### config.mk
export PLATFORM = sky130hd
export DESIGN_NAME = eicf_ctrl
export DESIGN_NICKNAME = d
export VERILOG_FILES = /design/src/rtl/edge_interval_capture_fifo_top_assert.svh /design/src/rtl/eicf_pkg.sv /design/src/rtl/eicf_ctrl.sv
export SDC_FILE = /design/constraint.sdc
export NUM_CORES = 1
export LEC_CHECK = 0
export BUFFER_PORTS_ARGS = -buffer_cell sky130_fd_sc_hd__buf_4
export CAP_MARGIN = 20
export CORE_MARGIN = 5
export CORE_UTILIZATION = 25
export DETAILED_ROUTE_END_ITERATION = 6
export MAX_ROUTING_LAYER = met4
export SLEW_MARGIN = 25
export SYNTH_ARGS = -nofsm -noshare
export SYNTH_HDL_FRONTEND = slang
export SYNTH_SLANG_ARGS = --single-unit
### constraint.sdc
create_clock -name clock -period 1.8 [get_ports clock]
set_input_delay 0.36 -clock clock [delete_from_list [all_inputs] [get_ports clock]]
set_output_delay 0.36 -clock clock [all_outputs]
set_load 0.01 [all_outputs]
### src/rtl/edge_interval_capture_fifo_top_assert.svh
// ----------------------------------------------------------------------------
// edge interval capture fifo assertion macros
// shared property wrappers, compiled out when NO_ASSERTIONS is set
// ----------------------------------------------------------------------------
`ifndef EDGE_INTERVAL_CAPTURE_FIFO_TOP_ASSERT_SVH
`define EDGE_INTERVAL_CAPTURE_FIFO_TOP_ASSERT_SVH

`ifndef NO_ASSERTIONS

// expression must hold on every clock edge out of reset
`define EICF_ASSERT_ALWAYS(label, expr) \
   label: assert property (@(posedge clock) disable iff (reset) (expr)) \
      else $error("eicf: invariant violated");

// consequent must hold in the cycle after the antecedent
`define EICF_ASSERT_NEXT(label, ante, cons) \
   label: assert property (@(posedge clock) disable iff (reset) (ante) |=> (cons)) \
      else $error("eicf: next-cycle check violated");

`else

`define EICF_ASSERT_ALWAYS(label, expr)
`define EICF_ASSERT_NEXT(label, ante, cons)

`endif

`endif

### src/rtl/eicf_pkg.sv
// ----------------------------------------------------------------------------
// eicf_pkg
// types and constants shared by the edge interval capture fifo
// ----------------------------------------------------------------------------
package eicf_pkg;

   localparam int DEPTH_DEFAULT     = 256;
   localparam int MAX_BURST_DEFAULT = 64;

   localparam int ACTION_W    = 2;
   localparam int TIME_W      = 63;
   localparam int COUNT_W     = 7;
   localparam int DURATION_W  = 32;

   // request action codes
   localparam logic [ACTION_W-1:0] ACT_EDGE  = 2'd0;
   localparam logic [ACTION_W-1:0] ACT_READ  = 2'd1;
   localparam logic [ACTION_W-1:0] ACT_CLEAR = 2'd2;

   typedef struct packed {
      logic [ACTION_W-1:0] action;
      logic [TIME_W-1:0]   now_us;
      logic [COUNT_W-1:0]  pop_limit;
   } req_type;

   typedef struct packed {
      logic [DURATION_W-1:0] duration;
      logic                  has_data;
      logic                  last;
   } rsp_type;

   // controller to datapath
   typedef struct packed {
      logic edge_evt;
      logic clear;
      logic pop;
   } cmd_type;

   // datapath to controller
   typedef struct packed {
      logic empty;
      logic next_empty;
   } stat_type;

   // controller to output assembly
   typedef struct packed {
      logic valid;
      logic has_data;
      logic last;
   } rsp_flags_type;

endpackage

### src/rtl/eicf_ctrl.sv
// ----------------------------------------------------------------------------
// eicf_ctrl
// request decode and read burst sequencer
// ----------------------------------------------------------------------------
module eicf_ctrl #(
   parameter int MAX_BURST = eicf_pkg::MAX_BURST_DEFAULT
) (
   input  logic                          clock,
   input  logic                          reset,
   input  logic                          start,
   input  logic [eicf_pkg::ACTION_W-1:0] action,
   input  logic [eicf_pkg::COUNT_W-1:0]  pop_limit,
   input  eicf_pkg::stat_type            stat,
   output logic                          busy,
   output eicf_pkg::cmd_type             cmd,
   output eicf_pkg::rsp_flags_type       rsp_flags
);
   import eicf_pkg::*;

   localparam int LW = $clog2(MAX_BURST + 1);
   localparam int CW = (LW > COUNT_W) ? LW : COUNT_W;

   typedef enum logic {
      ST_IDLE,
      ST_BURST
   } state_type;

   state_type     state_ff, state_in;
   logic [LW-1:0] remain_ff, remain_in;
   logic          vld_ff, vld_in;
   logic          has_ff, has_in;
   logic          last_ff, last_in;

   logic          accept;
   logic [CW-1:0] req_ext;
   logic [CW-1:0] limit;

   assign accept  = start && (state_ff == ST_IDLE);
   assign req_ext = CW'(pop_limit);
   assign limit   = (req_ext > CW'(MAX_BURST)) ? CW'(MAX_BURST) : req_ext;

   always_comb begin
      state_in     = state_ff;
      remain_in    = remain_ff;
      vld_in       = 1'b0;
      has_in       = 1'b0;
      last_in      = 1'b0;
      cmd.edge_evt = 1'b0;
      cmd.clear    = 1'b0;
      cmd.pop      = 1'b0;
      unique case (state_ff)
         ST_IDLE: begin
            if (accept) begin
               unique case (action)
                  ACT_EDGE: begin
                     cmd.edge_evt = 1'b1;
                  end
                  ACT_CLEAR: begin
                     cmd.clear = 1'b1;
                  end
                  ACT_READ: begin
                     if (stat.empty || (limit == '0)) begin
                        // nothing to pop: single empty word
                        vld_in  = 1'b1;
                        last_in = 1'b1;
                     end else begin
                        cmd.pop = 1'b1;
                        vld_in  = 1'b1;
                        has_in  = 1'b1;
                        last_in = (limit == CW'(1)) || stat.next_empty;
                        if (!last_in) begin
                           state_in  = ST_BURST;
                           remain_in = LW'(limit - CW'(1));
                        end
                     end
                  end
                  default: begin
                  end
               endcase
            end
         end
         ST_BURST: begin
            cmd.pop   = 1'b1;
            vld_in    = 1'b1;
            has_in    = 1'b1;
            last_in   = (remain_ff == LW'(1)) || stat.next_empty;
            remain_in = remain_ff - LW'(1);
            if (last_in) begin
               state_in = ST_IDLE;
            end
         end
         default: begin
            state_in = ST_IDLE;
         end
      endcase
   end

   always_ff @(posedge clock) begin
      if (reset) begin
         state_ff  <= ST_IDLE;
         remain_ff <= '0;
         vld_ff    <= 1'b0;
         has_ff    <= 1'b0;
         last_ff   <= 1'b0;
      end else begin
         state_ff  <= state_in;
         remain_ff <= remain_in;
         vld_ff    <= vld_in;
         has_ff    <= has_in;
         last_ff   <= last_in;
      end
   end

   assign busy               = (state_ff == ST_BURST);
   assign rsp_flags.valid    = vld_ff;
   assign rsp_flags.has_data = has_ff;
   assign rsp_flags.last     = last_ff;

endmodule

==> impl_metrics.py, run 1 <==
metrics = {
    "sta": {
        "fin_crit_ns": 1.70,
        "fin_tns_setup_ns": 0,
        "max_freq_mhz": 589,
        "finClkSkew_ns": 0.00631,
        "final_max_slew_viol_count": 0,
        "hold_viol": 0,
        "slew-limit-headroom": 0.705,
        "finalCritPeriodShare": 0.943,
        "grt_setup_unrepaired": "false",
        "worst_pin_slew_ns": 0.438,
        "setup_violations": 0,
        "fin_ws_ns": 0.103,
        "whs_ns": 0.338,
    },
    "worst_setup_path": {
        "reg2reg_depth": 4,
        "reg2reg_setup_slack_ns": 0.10,
        "required_ns": 1.95,
        "cp-start-kind": "flip-flop",
        "r2r_start": "remain_ff[2]$_SDFFE_PP0P_",
        "path_class": "flip-flop to flip-flop",
        "cp.arrival_ns": 1.85,
        "startpoint": "remain_ff[2]$_SDFFE_PP0P_",
        "worstSetupEndpointType": "flip-flop",
        "path_max_fanout": 5,
    },
    "synthesis": {
        "synth.ff_latch_count": 11,
        "synth_simple_gate_area_share": 0.260,
        "syn-num-nets": 119,
        "synth.largest_area_cell": "dfxtp_1",
        "ys_seq_area_frac": 0.261,
        "syn_area_um2": 843,
        "synth_top_area_frac": 0.261,
        "avgSynthCellArea_um2": 8.43,
        "ys_warn_count": 0,
        "synthTopCellsByArea": "dfxtp_1 26%, ha_1 7.4%, a21oi_1 4.2%, a211oi_1 3.6%, buf_4 3.6%",
        "netlist_instances": 100,
        "synthAdderAreaFrac": 0.0742,
        "synth.area.mux_share": 0.0237,
        "synth-compound-area-share": 0.269,
        "ys_types": 35,
        "synth_xor_xnor_area_share": 0.0312,
        "synth_top_family_by_area": "compound AO/OA/AOI/OAI gates",
    },
    "placement": {
        "port_buffers": 20,
        "gp_congestion": 0.843,
        "hpwlAfterDp_um": 1700,
        "place_ws_ns": -0.197,
    },
    "power_and_ir_drop": {
        "power.share.sequential": 0.445,
        "power_density_nw_per_um2": 507,
        "ir_worst_vdd_uv": 193,
        "p_clk_frac": 0.300,
        "power_switching_w": 0.000162,
        "p_int_w": 0.000413,
        "p_leak_nw": 0.457,
        "comb_power_share": 0.255,
        "swShare": 0.282,
    },
    "status": {
        "outcome": "complete, no violations",
    },
    "floorplan": {
        "initial_core_util": 0.255,
        "io_pins": 21,
        "die_area_um2": 4630,
        "fp.dieH_um": 68.1,
        "rows": 21,
        "die_x_um": 68.1,
        "core_area_um2": 3310,
    },
    "global_routing": {
        "grt_remaining_overflow": 0,
        "antenna_found_initial": 0,
        "grt_use_total": 0.104,
        "grt_max_degree": 17,
        "grt_pass1_vias": 836,
        "grt_pass1_wl_um": 3680,
    },
    "cts": {
        "insertion_delay_ns": 0.28,
        "clock_sinks": 11,
        "clock-root-buffer": "clkbuf_4",
        "cts.clk_slew.worst_paths_ns": 0.07,
        "cts.path.max_buffers": 2,
        "postCtsHoldBufs": 0,
        "cts_tree": "yes",
        "cts_htree_levels": 1,
        "cts_buffers": 3,
    },
    "run": {
        "drv_cap": 0,
    },
    "layout": {
        "syn2layout_area_growth_pct": 34.6,
        "final_common_cell": "buf_4",
        "final_cell_mix": "30 x buf_4, 11 x dfxtp_1, 7 x a21oi_1",
        "finalNetCount": 146,
        "drive_above_1_share": 0.357,
        "insertedDiodeCount": 0,
    },
    "drt": {
        "ant_nets": 0,
        "firstDrtPassIters": 4,
        "wl_um": 2110,
        "routed-via-count": 825,
        "wl_per_cell_um": 12.3,
        "vias_per_cell": 4.80,
        "drtIter0Drc": 58,
        "drc": 0,
    },
    "worst_hold_path": {
        "min-delay-start": "reset",
        "hold_class": "input pin to flip-flop",
        "whs_path_depth": 2,
    },
}
## worst max-delay path: stages, from the launching register on
cell and delay, ns:
dfxtp_1 0.37, or4b_4 0.57, o31a_1 0.28, a311oi_1 0.27, a2111oi_2 0.09
## area by class of cell
cell class / instances / area (um2)
Clock buffer: 4 / 26.3
Fill cell: 374 / 2180
Inverter: 6 / 22.5
Multi-Input combinational cell: 75 / 583
Sequential cell: 11 / 220
Tap cell: 46 / 57.6
Timing Repair Buffer: 30 / 225
## power groups by stage
stage               Sequential [W]  Combinational [W]  Clock (W)
finish                    0.000256           0.000147   0.000173
global route              0.000257           0.000164   0.000192
CTS                       0.000256           0.000143   0.000177
detailed placement        0.000262           0.000142          0
global placement          0.000261           0.000140          0
floorplan                 0.000261          0.0000769          0
## metrics by stage
stage,utilization,power [W],std cells,area (um2)
after global placement,0.328,0.000402,167,1090
after CTS,0.336,0.000575,171,1110
after detailed placement,0.328,0.000404,167,1090
final,0.343,0.000575,172,1130
after floorplan,-,0.000337,100,860
after global routing,0.343,0.000613,172,1130
## worst paths after layout
kind | to
max | remain_ff[5]$_SDFFE_PP0P_
min | has_ff$_SDFF_PP0_
max reg2reg | remain_ff[5]$_SDFFE_PP0P_
min reg2reg | remain_ff[6]$_SDFFE_PP0P_
## per-layer routing
| metal | up-vias | wire length [um] | GRT usage |
|---|---|---|---|
| li1 | 427 | - | - |
| met1 | 379 | 943 | 0.126 |
| met2 | 17 | 1040 | 0.176 |
| met3 | 2 | 101 | 0.0197 |
| met4 | 0 | 27 | 0.0298 |
| met5 | - | 0 | - |
## synth_stat cells
| cell type | count |
|---|---|
| a31o_2 | 2 |
| nor2b_1 | 3 |
| nand3_1 | 2 |
| and4_1 | 2 |
| o21a_1 | 1 |
| inv_1 | 6 |
| clkbuf_1 | 3 |
| o32ai_1 | 2 |
| a211oi_1 | 4 |
| dfxtp_1 | 11 |
| o31a_1 | 2 |
| a41oi_1 | 1 |
| nand2b_1 | 1 |
| nand2_1 | 5 |
| nor4_1 | 2 |
| or2_1 | 1 |
| nand4bb_1 | 1 |
| a21oi_1 | 7 |
| a21o_1 | 3 |
| nor3_1 | 4 |
| mux2i_1 | 2 |
| buf_2 | 1 |
| xnor2_1 | 3 |
| a2111oi_2 | 1 |
| nor4_2 | 1 |
| nor3_4 | 1 |
| buf_4 | 4 |
| nor4b_1 | 2 |
| o21ai_0 | 2 |
| ha_1 | 5 |
| or4b_4 | 1 |
| a31oi_1 | 3 |
| a311oi_1 | 3 |
| and2_1 | 3 |
| nor2_1 | 5 |
## state kept, by name, indices dropped and copies added (netlist names)
signal / cells
remain_ff: 7
has_ff: 1
last_ff: 1
vld_ff: 1
busy: 1
## logic make-up (layout without fill, tap and decap cells)
| group | after synthesis | after routing |
|---|---|---|
| AOI/OAI and AO/OA | 31 | 31 |
| xor gates and xnor gates | 3 | 3 |
| adders and majority gates | 5 | 5 |
| buffers and inverters | 14 | 40 |
| DFF | 11 | 11 |
| muxes | 2 | 2 |
| and+or+nand+nor | 34 | 34 |
## timing repair
action,in CTS,in global routing
gates resized for setup,0,4
setup buffers,0,1
endpoints found under the setup margin,0,2
Power figures use the tool's default switching activity.
==> run 2: changes to the inputs <==
--- a/config.mk
+++ b/config.mk
@@ -11,6 +11,7 @@
 export CORE_UTILIZATION = 25
 export DETAILED_ROUTE_END_ITERATION = 6
 export MAX_ROUTING_LAYER = met4
+export RECOVER_POWER = 50
 export SLEW_MARGIN = 25
 export SYNTH_ARGS = -nofsm -noshare
 export SYNTH_HDL_FRONTEND = slang
==> impl_metrics.py, run 2 (synthesis gave the netlist of run 1 again) <==
metrics = {
    "global_routing": {
        "grt_max_degree": 17,
        "grt_pass1_vias": 836,
        "grt_use_total": 0.104,
        "antenna_found_initial": 0,
        "grt_remaining_overflow": 0,
        "grt_pass1_wl_um": 3680,
    },
    "worst_hold_path": {
        "whs_path_depth": 2,
        "hold_end": "has_ff$_SDFF_PP0_",
        "hold_class": "input pin to flip-flop",
        "min-delay-start": "reset",
    },
    "worst_setup_path": {
        "cp-start-kind": "flip-flop",
        "path_class": "flip-flop to flip-flop",
        "r2r_start": "remain_ff[2]$_SDFFE_PP0P_",
        "crit_chain": "or4b_4, o31a_1, a311oi_1, a2111oi_2",
        "startpoint": "remain_ff[2]$_SDFFE_PP0P_",
        "path_max_fanout": 5,
        "required_ns": 1.95,
        "critPathSlowestCell": "or4b_4",
        "max_stage_delay_ns": 0.57,
        "reg2reg_depth": 4,
        "reg2reg_setup_slack_ns": 0.10,
        "worstSetupEndpointType": "flip-flop",
        "cp.arrival_ns": 1.85,
        "timing.rr.end": "remain_ff[5]$_SDFFE_PP0P_",
    },
    "sta": {
        "fin_ws_ns": 0.102,
        "slew-limit-headroom": 0.705,
        "hold_viol": 0,
        "grt_setup_unrepaired": "false",
        "max_freq_mhz": 589,
        "fin_crit_ns": 1.70,
        "finClkSkew_ns": 0.00669,
        "setup_violations": 0,
        "finalCritPeriodShare": 0.943,
        "worst_pin_slew_ns": 0.439,
        "final_max_slew_viol_count": 0,
    },
    "drt": {
        "ant_nets": 0,
        "routed-via-count": 819,
        "drc": 0,
        "wl_um": 2130,
        "vias_per_cell": 4.76,
        "firstDrtPassIters": 4,
        "drtIter0Drc": 59,
        "wl_per_cell_um": 12.4,
    },
    "floorplan": {
        "die_area_um2": 4630,
        "io_pins": 21,
        "fp.dieH_um": 68.1,
        "die_x_um": 68.1,
        "rows": 21,
        "initial_core_util": 0.255,
        "core_area_um2": 3310,
    },
    "layout": {
        "finalNetCount": 146,
        "syn2layout_area_growth_pct": 32.3,
        "final_cell_mix": "25 x buf_4, 11 x dfxtp_1, 7 x a21oi_1",
        "drive_above_1_share": 0.317,
        "fin_util": 0.337,
        "final_cells": 172,
        "insertedDiodeCount": 0,
        "top_register": "remain_ff",
        "final_common_cell": "buf_4",
        "largest_register_ffs": 7,
    },
    "power_and_ir_drop": {
        "power_switching_w": 0.000162,
        "ir_worst_vdd_uv": 189,
        "p_leak_nw": 0.436,
        "p_int_w": 0.000411,
        "swShare": 0.283,
        "power.share.sequential": 0.447,
        "power_density_nw_per_um2": 513,
        "comb_power_share": 0.252,
        "p_clk_frac": 0.301,
    },
    "cts": {
        "cts_tree": "yes",
        "cts_buffers": 3,
        "cts.path.max_buffers": 2,
        "clock_sinks": 11,
        "cts.clk_slew.worst_paths_ns": 0.07,
        "clock-root-buffer": "clkbuf_4",
        "postCtsHoldBufs": 0,
        "insertion_delay_ns": 0.28,
        "cts_htree_levels": 1,
    },
    "placement": {
        "hpwlAfterDp_um": 1700,
        "placed_cells": 167,
        "gp_congestion": 0.843,
        "port_buffers": 20,
        "place_ws_ns": -0.197,
    },
    "status": {
        "outcome": "complete, no violations",
    },
    "run": {
        "drv_cap": 0,
    },
}
-- run 2: cell count changes in the layout (fill, tap and decap cells not counted), sizes merged --
cell and delta:
clkbuf +5, buf -5
-- run 2: layout make-up --
type	instances	area (um2)
inverter	6	22.5
tap	46	57.6
multi-input combinational	75	583
fill	379	2190
sequential	11	220
timing repair buffer	30	206
clock buffer	4	26.3
-- run 2: critical path, delay by kind of cell, from the launching register on --
kind | cells | cell delay, ns
simple gates | 1 | 0.57
flops | 1 | 0.37
compound gates | 3 | 0.64
-- run 2: worst max path at each step --
stage,endpoint
final,remain_ff[5]$_SDFFE_PP0P_
after global routing,remain_ff[5]$_SDFFE_PP0P_
after CTS,cmd[0]
after detailed placement,remain_ff[5]$_SDFFE_PP0P_
after global placement,remain_ff[5]$_SDFFE_PP0P_
after floorplan,remain_ff[5]$_SDFFE_PP0P_
-- run 2: per-stage QoR --
| step | power (W) | setup TNS, ns | cell area, um2 | hold slack (ns) |
|---|---|---|---|---|
| after detailed placement | 0.000404 | -1.06 | 1090 | 0.454 |
| final | 0.000573 | 0 | 1120 | 0.338 |
| after floorplan | 0.000337 | 0 | 860 | 0.432 |
| after global routing | 0.000610 | 0 | 1120 | 0.352 |
| after global placement | 0.000402 | -0.696 | 1090 | 0.451 |
| after CTS | 0.000575 | 0 | 1110 | 0.339 |
-- run 2: power by group through the flow --
| stage | logic, W | registers (W) | clock network (W) |
|---|---|---|---|
| after detailed placement | 0.000142 | 0.000262 | 0 |
| final | 0.000145 | 0.000256 | 0.000172 |
| after CTS | 0.000143 | 0.000256 | 0.000177 |
| after global routing | 0.000162 | 0.000257 | 0.000192 |
| after floorplan | 0.0000769 | 0.000261 | 0 |
| after global placement | 0.000140 | 0.000261 | 0 |
-- run 2: routing by layer --
layer / vias up / GRT usage / share of wire
met2: 11 / 0.176 / 0.48
met5: - / - / 0
met3: 2 / 0.0197 / 0.043
met1: 378 / 0.126 / 0.46
li1: 428 / - / -
met4: 0 / 0.0298 / 0.013
-- run 2: repair_timing --
| action | CTS | global route |
|---|---|---|
| setup endpoints to repair | 0 | 2 |
| setup buffers | 0 | 1 |
| gates resized for setup | 0 | 4 |
==> run 3: changes to the inputs <==
--- a/config.mk
+++ b/config.mk
@@ -6,7 +6,8 @@
 export NUM_CORES = 1
 export LEC_CHECK = 0
 export BUFFER_PORTS_ARGS = -buffer_cell sky130_fd_sc_hd__buf_4
-export CAP_MARGIN = 20
+export CAP_MARGIN = 15
+export CORE_ASPECT_RATIO = 1.1
 export CORE_MARGIN = 5
 export CORE_UTILIZATION = 25
 export DETAILED_ROUTE_END_ITERATION = 6
==> impl_metrics.py, run 3 (synthesis gave the netlist of run 1 again) <==
metrics = {
    "worst_setup_path": {
        "path_max_fanout": 5,
        "critPathMostFrequentCell": "buf_4",
        "crit_chain": "buf_4, nor2b_4, inv_1, ha_2, or2_1, a311oi_2, buf_4, buf_4, a31o_2, a21oi_1",
        "worst-path-buf-inv": 4,
        "path_class": "input pin to flip-flop",
        "required_ns": 1.95,
        "cp.arrival_ns": 1.88,
        "critPathSlowestCell": "a311oi_2",
        "max_stage_delay_ns": 0.30,
        "cp-start-kind": "input pin",
        "cp_top_family": "buffers and inverters",
        "worstSetupEndpointType": "flip-flop",
    },
    "power_and_ir_drop": {
        "comb_power_share": 0.262,
        "p_clk_frac": 0.293,
        "power.share.sequential": 0.445,
        "power_w": 0.000575,
        "p_leak_nw": 0.470,
        "swShare": 0.279,
        "p_int_w": 0.000415,
        "power_switching_w": 0.000161,
        "power_density_nw_per_um2": 500,
        "ir_worst_vdd_uv": 138,
    },
    "global_routing": {
        "antenna_found_initial": 0,
        "grt_max_degree": 17,
        "grt_remaining_overflow": 0,
        "grt_use_total": 0.107,
        "grt_pass1_vias": 811,
        "grt_pass1_wl_um": 3730,
    },
    "placement": {
        "gp_congestion": 0.870,
        "port_buffers": 20,
        "hpwlAfterDp_um": 1790,
    },
    "layout": {
        "finalNetCount": 153,
        "final_cell_mix": "32 x buf_4, 11 x dfxtp_1, 7 x a21oi_1",
        "drive_above_1_share": 0.338,
        "insertedDiodeCount": 0,
        "top_register": "remain_ff",
        "largest_register_ffs": 7,
        "syn2layout_area_growth_pct": 36.5,
        "final_common_cell": "buf_4",
    },
    "cts": {
        "cts.path.max_buffers": 2,
        "clock-root-buffer": "clkbuf_4",
        "cts_buffers": 3,
        "insertion_delay_ns": 0.27,
        "cts.clk_slew.worst_paths_ns": 0.06,
        "cts_tree": "yes",
        "cts_htree_levels": 1,
        "postCtsHoldBufs": 0,
        "clock_sinks": 11,
    },
    "sta": {
        "worst_pin_slew_ns": 0.474,
        "fin_tns_setup_ns": 0,
        "hold_viol": 0,
        "max_freq_mhz": 577,
        "slew-limit-headroom": 0.681,
        "whs_ns": 0.352,
        "setup_violations": 0,
        "finClkSkew_ns": 0.00246,
        "finalCritPeriodShare": 0.962,
        "fin_crit_ns": 1.73,
        "final_max_slew_viol_count": 0,
    },
    "drt": {
        "firstDrtPassIters": 4,
        "wl_per_cell_um": 13.6,
        "routed-via-count": 881,
        "wl_um": 2310,
        "drtIter0Drc": 28,
        "vias_per_cell": 5.21,
        "ant_nets": 0,
        "drc": 0,
    },
    "floorplan": {
        "io_pins": 21,
        "initial_core_util": 0.255,
        "die_x_um": 65.4,
        "rows": 22,
        "fp.dieH_um": 70.9,
        "die_area_um2": 4640,
        "core_area_um2": 3300,
    },
    "worst_hold_path": {
        "hold_class": "input pin to flip-flop",
    },
    "status": {
        "outcome": "complete, no violations",
    },
    "run": {
        "drv_cap": 0,
    },
}
## run 3: routing by layer
layer | wire, um | vias up | GRT usage | share of wire
met5 | 0 | - | - | 0
li1 | - | 445 | - | -
met4 | 68 | 0 | 0.0691 | 0.030
met2 | 1030 | 28 | 0.153 | 0.45
met3 | 132 | 5 | 0.0190 | 0.057
met1 | 1080 | 403 | 0.138 | 0.47
## run 3: metrics by stage
stage	setup slack, ns	area, um2	instances	utilization
2_1_floorplan	0.0270	860	100	-
3_3_place_gp	-0.130	1080	158	0.327
3_5_place_dp	-0.181	1080	158	0.327
4_1_cts	0.101	1110	162	0.335
5_1_grt	-0.00348	1150	169	0.348
6_report	0.0677	1150	169	0.348
## run 3: repair_timing
item,CTS,global route
setup endpoints to repair,0,3
setup buffers,0,6
resized for setup,0,4
## run 3: power by group through the flow
stage                     registers (W)  logic [W]  clock network, W
after floorplan                0.000261  0.0000769                 0
after global placement         0.000261   0.000140                 0
after detailed placement       0.000262   0.000143                 0
after CTS                      0.000256   0.000144          0.000177
after global routing           0.000257   0.000166          0.000189
final                          0.000256   0.000151          0.000168
## run 3: worst register-to-register path: stages, from the launching register on
cell	delay [ns]
dfxtp_1	0.36
or4b_4	0.56
o31a_1	0.28
a311oi_1	0.26
a2111oi_2	0.09
## run 3: cell type report
cell class / count / area (um2)
Timing Repair Buffer: 37 / 259
Sequential cell: 11 / 220
Fill cell: 343 / 2150
Inverter: 6 / 22.5
Multi-Input combinational cell: 75 / 578
Clock buffer: 4 / 26.3
Tap cell: 36 / 45.0
## run 3: worst paths after layout
| kind | from | to | slack (ns) | cells past startpoint |
|---|---|---|---|---|
| setup / recovery | pop_limit[6] | remain_ff[6]$_SDFFE_PP0P_ | 0.07 | 10 |
| hold / removal | reset | has_ff$_SDFF_PP0_ | 0.35 | 2 |
| setup reg to reg | remain_ff[2]$_SDFFE_PP0P_ | remain_ff[5]$_SDFFE_PP0P_ | 0.14 | 4 |
| hold reg to reg | remain_ff[6]$_SDFFE_PP0P_ | remain_ff[6]$_SDFFE_PP0P_ | 0.48 | 2 |
